File: src/hw/rtl/futex_waiter_slot_table_assert.svh
// Assertion macros for the waiter slot table.
`ifndef FUTEX_WAITER_SLOT_TABLE_ASSERT_SVH
`define FUTEX_WAITER_SLOT_TABLE_ASSERT_SVH

// Same-cycle implication, disabled during reset.
`define FWST_ASSERT_NOW(label, ante, cons, msg) \
    label: assert property (@(posedge clk) disable iff (!rst_n) (ante) |-> (cons)) \
        else $error(msg);

// Next-cycle implication, disabled during reset.
`define FWST_ASSERT_NEXT(label, ante, cons, msg) \
    label: assert property (@(posedge clk) disable iff (!rst_n) (ante) |=> (cons)) \
        else $error(msg);

`endif

File: src/hw/rtl/fwst_pkg.sv
`timescale 1ns / 1ps
`default_nettype none

package fwst_pkg;

    localparam int SLOTS      = 4;
    localparam int ADDR_BITS  = 48;
    localparam int SLOT_IDX_W = (SLOTS > 1) ? $clog2(SLOTS) : 1;
    localparam int SLOT_CNT_W = $clog2(SLOTS + 1);

    localparam logic [1:0] MODE_ARM    = 2'd0;
    localparam logic [1:0] MODE_DISARM = 2'd1;
    localparam logic [1:0] MODE_WAKE   = 2'd2;
    localparam logic [1:0] MODE_CHECK  = 2'd3;

    typedef struct packed {
        logic [1:0]         mode;
        logic [47:0]        wait_address;
        logic [1:0]         slot_select;
        logic               slot_select_valid;
        logic signed [31:0] operand_value;
        logic signed [31:0] current_word;
    } req_t;

    typedef struct packed {
        logic [1:0] slot_granted;
        logic       status_flag;
        logic [2:0] wake_reply;
    } rsp_t;

endpackage

`default_nettype wire

File: src/hw/rtl/futex_waiter_slot_table.sv
// futex_waiter_slot_table: waiter slot table for futex-style wait and wake.
// Request channel (req_valid/req_ready/req) carries one operation per transfer:
// arm, disarm, wake or check. Every request yields exactly one response on the
// rsp_valid/rsp_ready/rsp channel, in request order.
// Arm, disarm and check go from request transfer through the result register
// to the response register. Wake walks the address memory one slot per cycle,
// reading and comparing, and scans k slots (1 to SLOTS); the scan stops early
// once the wanted count is reached. A non-positive count finishes as a short
// operation. The next request can transfer once the previous result has moved
// to the output register.
// One request is in flight at a time; req_ready is high while the engine is
// idle, also while a finished response still waits in the output register.
// Armed bits sit in flip-flops; addresses sit in a single-port-read memory
// that is written only by arm, so a scan never races a write.
// Reset clears all armed bits and the response valid flag; addresses need no
// clearing since only armed slots are ever compared.
// If the receiver stalls, the response holds and at most one more finished
// result waits internally; further requests are then held off.
`timescale 1ns / 1ps
`default_nettype none

module futex_waiter_slot_table (
    input  wire logic           clk,
    input  wire logic           rst_n,
    input  wire logic           req_valid,
    output logic                req_ready,
    input  wire fwst_pkg::req_t req,
    output logic                rsp_valid,
    input  wire logic           rsp_ready,
    output fwst_pkg::rsp_t      rsp
);
    import fwst_pkg::*;

    typedef enum logic [2:0] {
        S_IDLE   = 3'b001,
        S_WAKE   = 3'b010,
        S_RESULT = 3'b100
    } state_t;

    state_t                state_reg, state_next;
    logic [SLOTS-1:0]      armed_reg, armed_next;
    logic [SLOT_IDX_W-1:0] idx_reg, idx_next;
    logic [SLOT_CNT_W-1:0] woke_reg, woke_next;
    logic [ADDR_BITS-1:0]  addr_reg, addr_next;
    logic signed [31:0]    count_reg, count_next;
    rsp_t                  res_reg, res_next;
    rsp_t                  rsp_reg, rsp_next;
    logic                  rsp_valid_reg, rsp_valid_next;

    logic                  req_xfer;
    logic                  free_found;
    logic [SLOT_IDX_W-1:0] free_idx;
    logic                  sel_ok;
    logic [SLOT_IDX_W-1:0] sel_idx;
    logic                  differs;
    logic                  mem_we;
    logic [SLOT_IDX_W-1:0] mem_raddr;
    logic [ADDR_BITS-1:0]  mem_rdata;
    logic                  hit;
    logic [SLOT_CNT_W-1:0] woke_inc;
    logic                  scan_done;
    logic                  out_free;

    assign req_ready = (state_reg == S_IDLE);
    assign req_xfer  = req_valid && req_ready;
    assign rsp_valid = rsp_valid_reg;
    assign rsp       = rsp_reg;
    assign out_free  = !rsp_valid_reg || rsp_ready;

    // lowest free slot
    always_comb
    begin
        free_found = 1'b0;
        free_idx   = '0;
        for (int i = SLOTS - 1; i >= 0; i--)
        begin
            if (!armed_reg[i])
            begin
                free_found = 1'b1;
                free_idx   = SLOT_IDX_W'(i);
            end
        end
    end

    assign sel_ok  = req.slot_select_valid && (int'(req.slot_select) < SLOTS);
    assign sel_idx = SLOT_IDX_W'(req.slot_select);
    assign differs = req.current_word != req.operand_value;

    assign mem_we    = req_xfer && (req.mode == MODE_ARM) && free_found;
    assign mem_raddr = (state_reg == S_WAKE) ? idx_reg + 1'b1 : '0;

    fwst_addr_mem u_addr_mem (
        .clk     (clk),
        .wr_en   (mem_we),
        .wr_addr (free_idx),
        .wr_data (req.wait_address[ADDR_BITS-1:0]),
        .rd_addr (mem_raddr),
        .rd_data (mem_rdata)
    );

    // read data belongs to the slot at idx_reg
    assign hit       = armed_reg[idx_reg] && (mem_rdata == addr_reg);
    assign woke_inc  = woke_reg + SLOT_CNT_W'(hit);
    assign scan_done = (int'(idx_reg) == SLOTS - 1)
                    || (32'(woke_inc) >= $unsigned(count_reg));

    always_comb
    begin
        state_next     = state_reg;
        armed_next     = armed_reg;
        idx_next       = idx_reg;
        woke_next      = woke_reg;
        addr_next      = addr_reg;
        count_next     = count_reg;
        res_next       = res_reg;
        rsp_next       = rsp_reg;
        rsp_valid_next = rsp_valid_reg;

        if (rsp_valid_reg && rsp_ready)
        begin
            rsp_valid_next = 1'b0;
        end

        unique case (state_reg)
            S_IDLE:
            begin
                if (req_xfer)
                begin
                    res_next   = '0;
                    state_next = S_RESULT;
                    unique case (req.mode)
                        MODE_ARM:
                        begin
                            if (free_found)
                            begin
                                armed_next[free_idx]  = 1'b1;
                                res_next.slot_granted = 2'(free_idx);
                                res_next.status_flag  = 1'b1;
                            end
                        end
                        MODE_DISARM:
                        begin
                            if (sel_ok)
                            begin
                                armed_next[sel_idx] = 1'b0;
                            end
                        end
                        MODE_WAKE:
                        begin
                            if (req.operand_value > 0)
                            begin
                                idx_next   = '0;
                                woke_next  = '0;
                                addr_next  = req.wait_address[ADDR_BITS-1:0];
                                count_next = req.operand_value;
                                state_next = S_WAKE;
                            end
                        end
                        MODE_CHECK:
                        begin
                            res_next.status_flag = sel_ok ? (!armed_reg[sel_idx] || differs)
                                                          : differs;
                        end
                        default:
                        begin
                        end
                    endcase
                end
            end
            S_WAKE:
            begin
                if (hit)
                begin
                    armed_next[idx_reg] = 1'b0;
                end
                woke_next = woke_inc;
                idx_next  = idx_reg + 1'b1;
                if (scan_done)
                begin
                    if (woke_inc == '0)
                    begin
                        res_next.wake_reply = 3'd1;
                    end
                    else if (32'(woke_inc) > 32'd7)
                    begin
                        res_next.wake_reply = 3'd7;
                    end
                    else
                    begin
                        res_next.wake_reply = 3'(woke_inc);
                    end
                    state_next = S_RESULT;
                end
            end
            S_RESULT:
            begin
                if (out_free)
                begin
                    rsp_next       = res_reg;
                    rsp_valid_next = 1'b1;
                    state_next     = S_IDLE;
                end
            end
            default:
            begin
                state_next = S_IDLE;
            end
        endcase
    end

    always_ff @(posedge clk or negedge rst_n)
    begin
        if (!rst_n)
        begin
            state_reg     <= S_IDLE;
            armed_reg     <= '0;
            rsp_valid_reg <= 1'b0;
        end
        else
        begin
            state_reg     <= state_next;
            armed_reg     <= armed_next;
            rsp_valid_reg <= rsp_valid_next;
        end
    end

    always_ff @(posedge clk)
    begin
        idx_reg   <= idx_next;
        woke_reg  <= woke_next;
        addr_reg  <= addr_next;
        count_reg <= count_next;
        res_reg   <= res_next;
        rsp_reg   <= rsp_next;
    end

`include "futex_waiter_slot_table_assert.svh"

    `FWST_ASSERT_NOW(a_reply_bound, rsp_valid, (32'(rsp.wake_reply) <= ((SLOTS > 7) ? 7 : SLOTS)), "wake reply exceeds slot count")
    `FWST_ASSERT_NOW(a_woke_bound, (state_reg == S_WAKE), (32'(woke_reg) <= 32'(idx_reg)), "wake count ahead of scan index")
    `FWST_ASSERT_NEXT(a_arm_sets, (mem_we), (armed_reg[$past(free_idx)] && (state_reg == S_RESULT)), "armed slot not marked")

endmodule

`default_nettype wire

File: src/hw/rtl/fwst_addr_mem.sv
`timescale 1ns / 1ps
`default_nettype none

// Slot address store: one write port, one read port, registered read data.
module fwst_addr_mem (
    input  wire logic                             clk,
    input  wire logic                             wr_en,
    input  wire logic [fwst_pkg::SLOT_IDX_W-1:0]  wr_addr,
    input  wire logic [fwst_pkg::ADDR_BITS-1:0]   wr_data,
    input  wire logic [fwst_pkg::SLOT_IDX_W-1:0]  rd_addr,
    output logic      [fwst_pkg::ADDR_BITS-1:0]   rd_data
);
    import fwst_pkg::*;

    logic [ADDR_BITS-1:0] mem [SLOTS];

    always_ff @(posedge clk)
    begin
        if (wr_en)
        begin
            mem[wr_addr] <= wr_data;
        end
        rd_data <= mem[rd_addr];
    end

endmodule

`default_nettype wire

File: config.mk
export PLATFORM = sky130hd
export DESIGN_NAME = futex_waiter_slot_table
export DESIGN_NICKNAME = d
export VERILOG_FILES = /design/src/hw/rtl/fwst_pkg.sv /design/src/hw/rtl/futex_waiter_slot_table.sv /design/src/hw/rtl/fwst_addr_mem.sv
export VERILOG_INCLUDE_DIRS = /design/src /design/src/hw/rtl
export SDC_FILE = /design/constraint.sdc
export NUM_CORES = 1
export LEC_CHECK = 0
export ABC_AREA = 1
export BUFFER_PORTS_ARGS = -buffer_cell sky130_fd_sc_hd__buf_4
export CAP_MARGIN = 10
export CORE_UTILIZATION = 45
export CTS_BUF_LIST = sky130_fd_sc_hd__clkbuf_16
export CTS_CLUSTER_DIAMETER = 40
export DETAILED_ROUTE_END_ITERATION = 6
export GPL_ROUTABILITY_DRIVEN = 0
export PLACE_DENSITY = 0.66
export SLEW_MARGIN = 20
export SYNTH_ARGS = -nofsm -noshare
export SYNTH_HDL_FRONTEND = slang
export SYNTH_SLANG_ARGS = --single-unit
File: constraint.sdc
create_clock -name clk -period 8.9 [get_ports clk]
set_input_delay 1.78 -clock clk [delete_from_list [all_inputs] [get_ports clk]]
set_output_delay 1.78 -clock clk [all_outputs]
set_load 0.05 [all_outputs]
==> results of run 1 <==
[through the flow]
| stage | total power [mW] | hold slack (ns) | worst slack (ns) |
|---|---|---|---|
| after floorplan | 2.19 | 0.400 | 2.86 |
| after global placement | 2.34 | 0.402 | 5.09 |
| after detailed placement | 2.35 | 0.409 | 5.05 |
| after CTS | 4.05 | 0.414 | 5.40 |
| after global routing | 4.17 | 0.421 | 5.14 |
| final | 4.02 | 0.412 | 5.43 |
[final cells by class]
cell class	count	area, um2
fill	2422	13200
tap	390	488
inverter	85	320
sequential	345	9840
clock buffer	43	1080
multi-input combinational	647	3220
timing repair buffer	136	1020
clock inverter	34	343
[cells by family after synthesis]
family	after synthesis	synth area share (%)
buffers and inverters	117	3.43
and+or+nand+nor	412	12.2
AOI/OAI and AO/OA	172	7.02
adders and majority gates	13	1.20
DFF	345	72.9
xor gates and xnor gates	50	3.24
[where the power goes]
group	internal, mW	leakage (nW)	switching [mW]
logic	0.137	2.35	0.260
registers	1.87	3.12	0.0533
clock network	1.04	0.703	0.664
total	3.04	6.17	0.977
[per-layer routing]
layer  track usage, %  wire length, um
met5                0                0
met4             5.80              605
met3             3.20             1520
met2             31.2            13400
met1             25.2            12800
[cell usage in the layout, fill, tap and decap left out, types with 6 or more instances in the layout]
cell type,count
a21oi_1,8
clkbuf_16,43
dfxtp_1,48
o22ai_1,48
nand4_1,8
nand2_1,155
o21ai_1,6
nand3_1,23
ha_1,13
o21ai_0,101
edfxtp_1,289
buf_4,135
xnor2_1,49
inv_1,85
nor2_1,207
clkinv_2,7
dfrtp_1,7
[worst max-delay path, stage by stage, from the launching register on]
cell,delay (ns)
dfstp_2,0.55
inv_1,0.08
nor3_2,0.27
buf_4,0.27
[worst max-delay path by stage]
stage                            start                    to  slack, ns  cells after the start
after floorplan              req_valid  u_addr_mem.mem[3][0]       2.86                      4
after global placement         req[46]          addr_reg[44]       5.09                     10
after detailed placement       req[46]          addr_reg[34]       5.05                     10
after CTS                 state_reg[0]             req_ready       5.40                      3
after global routing      addr_reg[16]            res_reg[1]       5.14                     15
final                     state_reg[0]             req_ready       5.43                      3
==> flow_metrics.py, run 1 <==
metrics = {
    "cts": {
        "cts_root_buf": "clkbuf_16",
        "cts_setup_buffers": 0,
        "clk_path_buf_depth": 3,
        "cts.sinks": 345,
        "cts_resized": 0,
        "ctsHoldBuffers": 0,
        "cts_tree": "yes",
        "htree_levels": 2,
        "cts_buffers": 42,
        "clock_latency_ns": 0.52,
        "clk_pin_slew_ns": 0.06,
    },
    "yosys": {
        "ys_seq_elements": 345,
        "synth-main-ff-cell": "edfxtp_1",
        "synth_area_leader_cell": "edfxtp_1",
        "async_flop_share_pct": 2.32,
        "syn_nets": 1243,
        "synthCells": 1109,
        "yosysTopAreaCellShare_pct": 64.3,
        "yosysSeqAreaShare_pct": 72.9,
        "yosysMostFrequentCell": "edfxtp_1",
        "syn_area_mm2": 0.0135,
        "synth_area_leaders": "edfxtp_1, dfxtp_1, nor2_1, nand2_1, o21ai_0",
        "syn_area_per_cell_um2": 12.2,
        "synth-warning-count": 0,
        "synth_edf_count": 289,
        "synth_common_cells": "edfxtp_1, nor2_1, nand2_1",
        "synth_cell_types": 37,
    },
    "layout": {
        "drive_above_1_share_pct": 17.1,
        "stdcell_count": 1680,
        "fin_nets": 1391,
        "largest_register_ffs": 192,
        "area_delta_synth_final_pct": 20.8,
        "final_area_mm2": 0.0163,
        "diodes": 0,
        "fin_util_pct": 55.2,
    },
    "worst_setup_path": {
        "crit_type": "reg2out",
        "worstPathRequired_ns": 7.12,
        "r2r-end": "res_reg[1]",
        "critPathArrivalTime_ns": 1.69,
        "r2r_slack_ns": 5.51,
        "startpoint_type": "flip-flop",
        "endpoint_kind": "output pin",
        "ff2ff_path_depth": 15,
        "path_max_fanout": 4,
        "r2r_start": "addr_reg[16]",
    },
    "drt": {
        "drt-vias-per-instance": 5.05,
        "ant_nets": 0,
        "drt-pass1-iter-count": 5,
        "wl_um": 28300,
        "vias": 8479,
        "initialDrtViolationCount": 571,
        "drc": 0,
        "avgRoutedWirePerCell_um": 16.9,
    },
    "sta": {
        "final-setup-viol-count": 0,
        "hold_viol_final": 0,
        "worst_pin_slew_ns": 0.980,
        "finalSetupTns_ns": 0,
        "final_max_slew_viol_count": 0,
        "finClkSkew_ns": 0.0178,
        "period_needed_ns": 3.47,
        "rsz0062_at_grt": "false",
        "slew_headroom_pct": 34.7,
        "fmax_mhz": 288,
        "period_share_pct": 39.0,
    },
    "hold_path": {
        "min_delay_path_depth": 0,
        "min_to": "rsp[2]",
        "worstHoldStart": "res_reg[2]",
        "hold_path.class": "reg2reg",
    },
    "floorplan": {
        "pin_count": 129,
        "floorplan.initialDensity_pct": 45.7,
        "die_h_um": 175,
        "dieWidth_um": 175,
        "die_area_mm2": 0.0307,
        "core_area_mm2": 0.0296,
        "fp-row-count": 63,
    },
    "power_and_ir_drop": {
        "p_per_area_mw_per_mm2": 246,
        "irDropWorstVdd_uv": 176,
        "power.leakage_nw": 6.17,
    },
    "global_routing": {
        "overflow": 0,
        "antenna_found_initial": 0,
        "grt_max_degree": 98,
        "grt_pass1_vias": 8345,
        "grt_pass1_wl_um": 44300,
        "grt_usage_pct": 18.8,
    },
    "place": {
        "dpl_cell_area_mm2": 0.0149,
        "io_buffers": 128,
        "dp.cells": 1603,
        "hpwl_um": 17200,
    },
    "status": {
        "status": "finished clean",
    },
    "flow_run": {
        "cap_violations": 0,
    },
}
No activity file was read; power rests on OpenSTA's default activity.
==> run 2: changes to the inputs <==
--- a/config.mk
+++ b/config.mk
@@ -6,7 +6,7 @@
 export SDC_FILE = /design/constraint.sdc
 export NUM_CORES = 1
 export LEC_CHECK = 0
-export ABC_AREA = 1
+export ABC_AREA = 0
 export BUFFER_PORTS_ARGS = -buffer_cell sky130_fd_sc_hd__buf_4
 export CAP_MARGIN = 10
 export CORE_UTILIZATION = 45
==> constraint.sdc (replaced) <==
create_clock -name clk -period 3.3 [get_ports clk]
set_input_delay 0.66 -clock clk [delete_from_list [all_inputs] [get_ports clk]]
set_output_delay 0.66 -clock clk [all_outputs]
set_load 0.05 [all_outputs]
==> flow_metrics.py, run 2 <==
metrics = {
    "sta": {
        "finalSetupTns_ns": 0,
        "period_share_pct": 95.0,
        "fmax_mhz": 319,
        "holdWs_ns": 0.338,
        "rsz0062_at_grt": "true",
        "final-setup-viol-count": 0,
        "finClkSkew_ns": 0.0132,
        "final_max_slew_viol_count": 0,
        "hold_viol_final": 0,
        "period_needed_ns": 3.13,
        "worst_pin_slew_ns": 0.963,
        "setup_slack_ns": 0.165,
        "slew_headroom_pct": 35.8,
    },
    "power_and_ir_drop": {
        "power.leakage_nw": 5.58,
        "switchingPower_mw": 2.44,
        "p_seq_share_pct": 48.9,
        "p_int_mw": 7.86,
        "power_frac_comb_pct": 9.5,
        "power.total_mw": 10.3,
        "p_per_area_mw_per_mm2": 627,
        "p_sw_share_pct": 23.7,
        "p_clk_share_pct": 41.6,
        "irDropWorstVdd_uv": 433,
    },
    "floorplan": {
        "pin_count": 129,
        "floorplan.initialDensity_pct": 46.2,
        "core_area_mm2": 0.0290,
        "die_area_mm2": 0.0305,
        "dieWidth_um": 175,
        "die_h_um": 175,
        "fp-row-count": 62,
    },
    "drt": {
        "ant_nets": 0,
        "initialDrtViolationCount": 436,
        "wl_um": 26800,
        "drc": 0,
        "drt-pass1-iter-count": 5,
        "vias": 7253,
        "avgRoutedWirePerCell_um": 19.6,
        "drt-vias-per-instance": 5.32,
    },
    "layout": {
        "most-common-layout-cells": "edfxtp_1, buf_4, xor2_1",
        "fin_util_pct": 56.6,
        "final_area_mm2": 0.0164,
        "largest_register_ffs": 192,
        "drive_above_1_share_pct": 33.0,
        "area_delta_synth_final_pct": 22.5,
        "layout_commonest_cell": "edfxtp_1",
        "stdcell_count": 1364,
        "fin_nets": 1080,
        "fillerInstances": 2275,
    },
    "yosys": {
        "syn_area_mm2": 0.0134,
        "synth_area_leader_cell": "edfxtp_1",
        "synth_area_leaders": "edfxtp_1, dfxtp_1, xor2_1, mux2i_1, o221ai_2",
        "synth_edf_count": 289,
        "synth-warning-count": 0,
        "synth_mux_area_share_pct": 4.00,
        "synth_compound_area_share_pct": 8.84,
        "synth_top_family_by_area": "compound AO/OA/AOI/OAI gates",
        "syn_area_per_cell_um2": 17.4,
        "yosysTopAreaCellShare_pct": 64.7,
        "yosysMostFrequentCell": "edfxtp_1",
        "synth_xor_area_share_pct": 5.29,
        "synth_common_cells": "edfxtp_1, xor2_1, dfxtp_1, mux2i_1, nor4_1",
        "synth_cell_types": 59,
        "syn_nets": 905,
        "synth_fa_ha_area_share_pct": 1.21,
        "ys_seq_elements": 345,
        "yosysSeqAreaShare_pct": 73.4,
        "synth-simple-area-share_pct": 4.98,
        "synthCells": 771,
        "synth-main-ff-cell": "edfxtp_1",
        "async_flop_share_pct": 2.32,
    },
    "worst_setup_path": {
        "critPathArrivalTime_ns": 3.36,
        "crit_top_cell": "ha_4",
        "max_stage_delay_ns": 0.37,
        "endpoint_kind": "flip-flop",
        "crit_chain": "xnor2_1 -> buf_4 -> nand4_1 -> nor4_2 -> nand4_1 -> nor3_2 -> buf_4 -> ha_4 -> ha_4 -> ha_4 -> a21o_1 -> a21oi_2 -> o311a_1 -> nor2_2",
        "slowest_stage": "edfxtp_1",
        "cpLargestDelayFamily": "simple AND/OR/NAND/NOR gates",
        "path_max_fanout": 4,
        "worstPathRequired_ns": 3.53,
        "startpoint_type": "flip-flop",
        "timing.critical_path.buf_inv": 2,
        "crit_type": "reg2reg",
    },
    "hold_path": {
        "hold_path.class": "in2reg",
    },
    "cts": {
        "cts_root_buf": "clkbuf_16",
        "htree_levels": 2,
        "clk_path_buf_depth": 3,
        "cts.sinks": 345,
        "cts_tree": "yes",
        "cts_buffers": 42,
        "clk_pin_slew_ns": 0.06,
        "clock_latency_ns": 0.53,
    },
    "global_routing": {
        "grt_pass1_vias": 7311,
        "overflow": 0,
        "grt_pass1_wl_um": 41400,
        "grt_usage_pct": 17.7,
        "antenna_found_initial": 1,
        "grt_max_degree": 68,
    },
    "flow_run": {
        "cap_violations": 0,
    },
    "place": {
        "dp.cells": 1284,
        "place_ws_ns": -0.0719,
        "dpl_cell_area_mm2": 0.0149,
        "hpwl_um": 16700,
        "io_buffers": 128,
    },
    "status": {
        "status": "finished clean",
    },
}
run 2: cell count changes in the layout (fill, tap and decap cells not counted), sizes merged, moves of 54 or more:
cell | before | now
inv | 94 | 22
nand2 | 155 | 13
nor2 | 209 | 19
o21ai | 107 | 53
xor2 | 1 | 65
run 2: final timing paths:
path                              startpoint             to  slack, ns  depth (start not counted)
worst max-delay path            addr_reg[29]     res_reg[1]       0.17                         14
min in group asynchronous              rst_n   armed_reg[1]       0.49                          2
worst max register to register  addr_reg[29]     res_reg[1]       0.17                         14
max in group asynchronous              rst_n   state_reg[0]       2.59                          2
worst min register to register    res_reg[1]         rsp[1]       0.42                          0
worst min-delay path                 req[55]  count_reg[23]       0.34                          1
run 2: cell type report:
type / count / area [um2] / area share, %
Inverter: 11 / 41.3 / 0.251
Tap cell: 384 / 480 / 2.93
Clock inverter: 34 / 258 / 1.57
Antenna cell: 1 / 2.50 / 0.0152
Timing Repair Buffer: 164 / 1280 / 7.82
Multi-Input combinational cell: 382 / 3440 / 20.9
Clock buffer: 43 / 1080 / 6.55
Sequential cell: 345 / 9840 / 59.9
run 2: kinds of logic (layout without fill, tap and decap cells):
| kind of cell | count (synthesis) | in the layout |
|---|---|---|
| AND/OR/NAND/NOR | 112 | 112 |
| XOR/XNOR | 81 | 81 |
| multiplexers | 51 | 51 |
| adder cells (fa/ha/maj) | 13 | 13 |
| AO/OA/AOI/OAI | 125 | 125 |
| buffers and inverters | 44 | 252 |
| flip-flops | 345 | 345 |
| other | 0 | 1 |
run 2: power groups by stage:
stage,registers [mW],logic (mW),clock network [mW]
detailed placement,5.12,0.957,0
CTS,5.03,0.969,4.38
floorplan,5.18,0.493,0
finish,5.03,0.979,4.29
global placement,5.11,0.949,0
global route,5.05,1.06,4.57
run 2: metal layers:
metal	track usage (%)	wire, um	up-vias
li1	-	-	3406
met1	24.2	12100	3605
met2	29.2	12800	191
met3	3.05	1300	51
met4	5.29	645	0
met5	0	0	-
run 2: what timing repair did:
item,in CTS,in global routing
resized for setup,6,11
hold buffers,1,0
hold endpoints to repair,7,0
setup endpoints to repair,4,5
setup buffers,0,1
pin swaps,5,8
==> run 3: changes to the inputs <==
--- a/config.mk
+++ b/config.mk
@@ -9,12 +9,15 @@
 export ABC_AREA = 0
 export BUFFER_PORTS_ARGS = -buffer_cell sky130_fd_sc_hd__buf_4
 export CAP_MARGIN = 10
-export CORE_UTILIZATION = 45
+export CELL_PAD_IN_SITES_DETAIL_PLACEMENT = 1
+export CELL_PAD_IN_SITES_GLOBAL_PLACEMENT = 2
+export CORE_UTILIZATION = 44
 export CTS_BUF_LIST = sky130_fd_sc_hd__clkbuf_16
 export CTS_CLUSTER_DIAMETER = 40
 export DETAILED_ROUTE_END_ITERATION = 6
 export GPL_ROUTABILITY_DRIVEN = 0
-export PLACE_DENSITY = 0.66
+export GPL_TIMING_DRIVEN = 1
+export PLACE_DENSITY = 0.82
 export SLEW_MARGIN = 20
 export SYNTH_ARGS = -nofsm -noshare
 export SYNTH_HDL_FRONTEND = slang
==> flow_metrics.py, run 3 (synthesis gave the netlist of run 2 again) <==
metrics = {
    "status": {
        "status": "finished clean",
    },
    "floorplan": {
        "core_area_mm2": 0.0298,
        "dieWidth_um": 177,
        "die_area_mm2": 0.0312,
        "fp-row-count": 63,
        "pin_count": 129,
        "die_h_um": 177,
        "floorplan.initialDensity_pct": 45.0,
    },
    "global_routing": {
        "grt_max_degree": 54,
        "overflow": 0,
        "antenna_found_initial": 1,
        "grt_usage_pct": 20.3,
        "grt_pass1_vias": 8075,
        "grt_pass1_wl_um": 47300,
    },
    "layout": {
        "area_delta_synth_final_pct": 23.5,
        "fin_util_pct": 55.5,
        "largest_register_ffs": 192,
        "fin_nets": 1078,
        "layout_commonest_cell": "edfxtp_1",
        "final_area_mm2": 0.0166,
        "drive_above_1_share_pct": 33.0,
        "most-common-layout-cells": "edfxtp_1, buf_4, xor2_1",
    },
    "drt": {
        "initialDrtViolationCount": 423,
        "wl_um": 30900,
        "avgRoutedWirePerCell_um": 22.6,
        "drc": 0,
        "vias": 7422,
        "ant_nets": 0,
        "drt-vias-per-instance": 5.42,
        "drt-pass1-iter-count": 5,
    },
    "worst_setup_path": {
        "slowest_stage": "nor4_1",
        "crit_chain": "xor2_1 -> nor4_1 -> nand4_1 -> buf_4 -> nor3_4 -> ha_4 -> ha_4 -> ha_4 -> a21o_1 -> a21oi_2 -> o311a_1 -> nor2_2",
        "cpLargestDelayFamily": "simple AND/OR/NAND/NOR gates",
        "ff2ff_path_depth": 12,
        "crit_type": "reg2reg",
        "endpoint_kind": "flip-flop",
        "r2r_start": "addr_reg[27]",
        "worstPathRequired_ns": 3.54,
        "max_stage_delay_ns": 0.41,
        "path_max_fanout": 3,
        "crit_cells": 12,
        "r2r-end": "res_reg[0]",
        "r2r_slack_ns": 0.09,
        "startpoint_type": "flip-flop",
        "crit_top_cell": "ha_4",
        "timing.critical_path.buf_inv": 1,
        "critPathArrivalTime_ns": 3.45,
    },
    "sta": {
        "final_max_slew_viol_count": 0,
        "finClkSkew_ns": 0.0221,
        "period_share_pct": 97.2,
        "finalSetupTns_ns": 0,
        "final-setup-viol-count": 0,
        "slew_headroom_pct": 34.6,
        "fmax_mhz": 312,
        "hold_viol_final": 0,
        "rsz0062_at_grt": "true",
        "worst_pin_slew_ns": 0.980,
        "period_needed_ns": 3.21,
    },
    "power_and_ir_drop": {
        "power.total_mw": 10.7,
        "p_int_mw": 8.10,
        "p_seq_share_pct": 47.2,
        "switchingPower_mw": 2.58,
        "irDropWorstVdd_uv": 452,
        "power_frac_comb_pct": 9.6,
        "power.leakage_nw": 5.62,
        "p_sw_share_pct": 24.1,
        "p_per_area_mw_per_mm2": 645,
        "p_clk_share_pct": 43.2,
    },
    "place": {
        "dpl_cell_area_mm2": 0.0150,
        "hpwl_um": 19500,
        "io_buffers": 128,
    },
    "hold_path": {
        "min_to": "state_reg[0]",
        "hold_path.class": "in2reg",
        "worstHoldStart": "req_valid",
        "min_delay_path_depth": 2,
    },
    "cts": {
        "clk_path_buf_depth": 3,
        "cts_root_buf": "clkbuf_16",
        "cts_tree": "yes",
        "clock_latency_ns": 0.54,
        "htree_levels": 2,
        "cts.sinks": 345,
        "clk_pin_slew_ns": 0.06,
        "cts_buffers": 44,
    },
    "flow_run": {
        "cap_violations": 0,
    },
}
-- run 3: cell type report --
class / instances / area [um2]
fillers: 2751 / 13200
clock buffers: 44 / 1100
multi-input cells: 382 / 3440
flip-flops and latches: 345 / 9840
clock inverters: 37 / 334
repair buffers: 160 / 1300
inverters: 11 / 41.3
diodes: 1 / 2.50
well taps: 390 / 488
-- run 3: how the worst max path moves through the flow --
stage	endpoint	slack [ns]	from
floorplan	addr_reg[0]	-0.33	req[115]
global placement	res_reg[1]	-0.11	addr_reg[16]
detailed placement	state_reg[2]	-0.20	addr_reg[16]
CTS	state_reg[2]	-0.01	addr_reg[30]
global route	res_reg[1]	-0.06	addr_reg[11]
finish	res_reg[0]	0.09	addr_reg[27]
-- run 3: layer usage --
metal	share of wire [%]	global-route usage, %	up-vias	wire [um]
met1	43	25.9	3809	13200
met5	0	0	-	0
met3	3.7	2.97	44	1160
li1	-	-	3414	-
met4	1.9	5.96	0	580
met2	52	35.7	155	16000
-- run 3: stage by stage --
stage / hold WS (ns) / setup WS [ns] / std cells
after global placement: 0.402 / -0.114 / 1285
after floorplan: 0.364 / -0.331 / 771
after global routing: 0.311 / -0.0556 / 1369
after CTS: 0.297 / -0.0130 / 1368
after detailed placement: 0.407 / -0.196 / 1285
final: 0.319 / 0.0921 / 1370
-- run 3: what timing repair did --
action / in CTS / in global routing
pin swaps: 1 / 12
gates resized for setup: 4 / 14
setup buffers: 1 / 2
hold buffers: 1 / 0
hold endpoints to repair: 7 / 0
endpoints found under the setup margin: 5 / 5
-- run 3: power by group through the flow --
| stage | registers (mW) | clock network, mW | logic, mW |
|---|---|---|---|
| after detailed placement | 5.13 | 0 | 0.983 |
| after global routing | 5.06 | 4.87 | 1.10 |
| after floorplan | 5.18 | 0 | 0.493 |
| after CTS | 5.04 | 4.70 | 0.995 |
| after global placement | 5.12 | 0 | 0.968 |
| final | 5.05 | 4.61 | 1.02 |
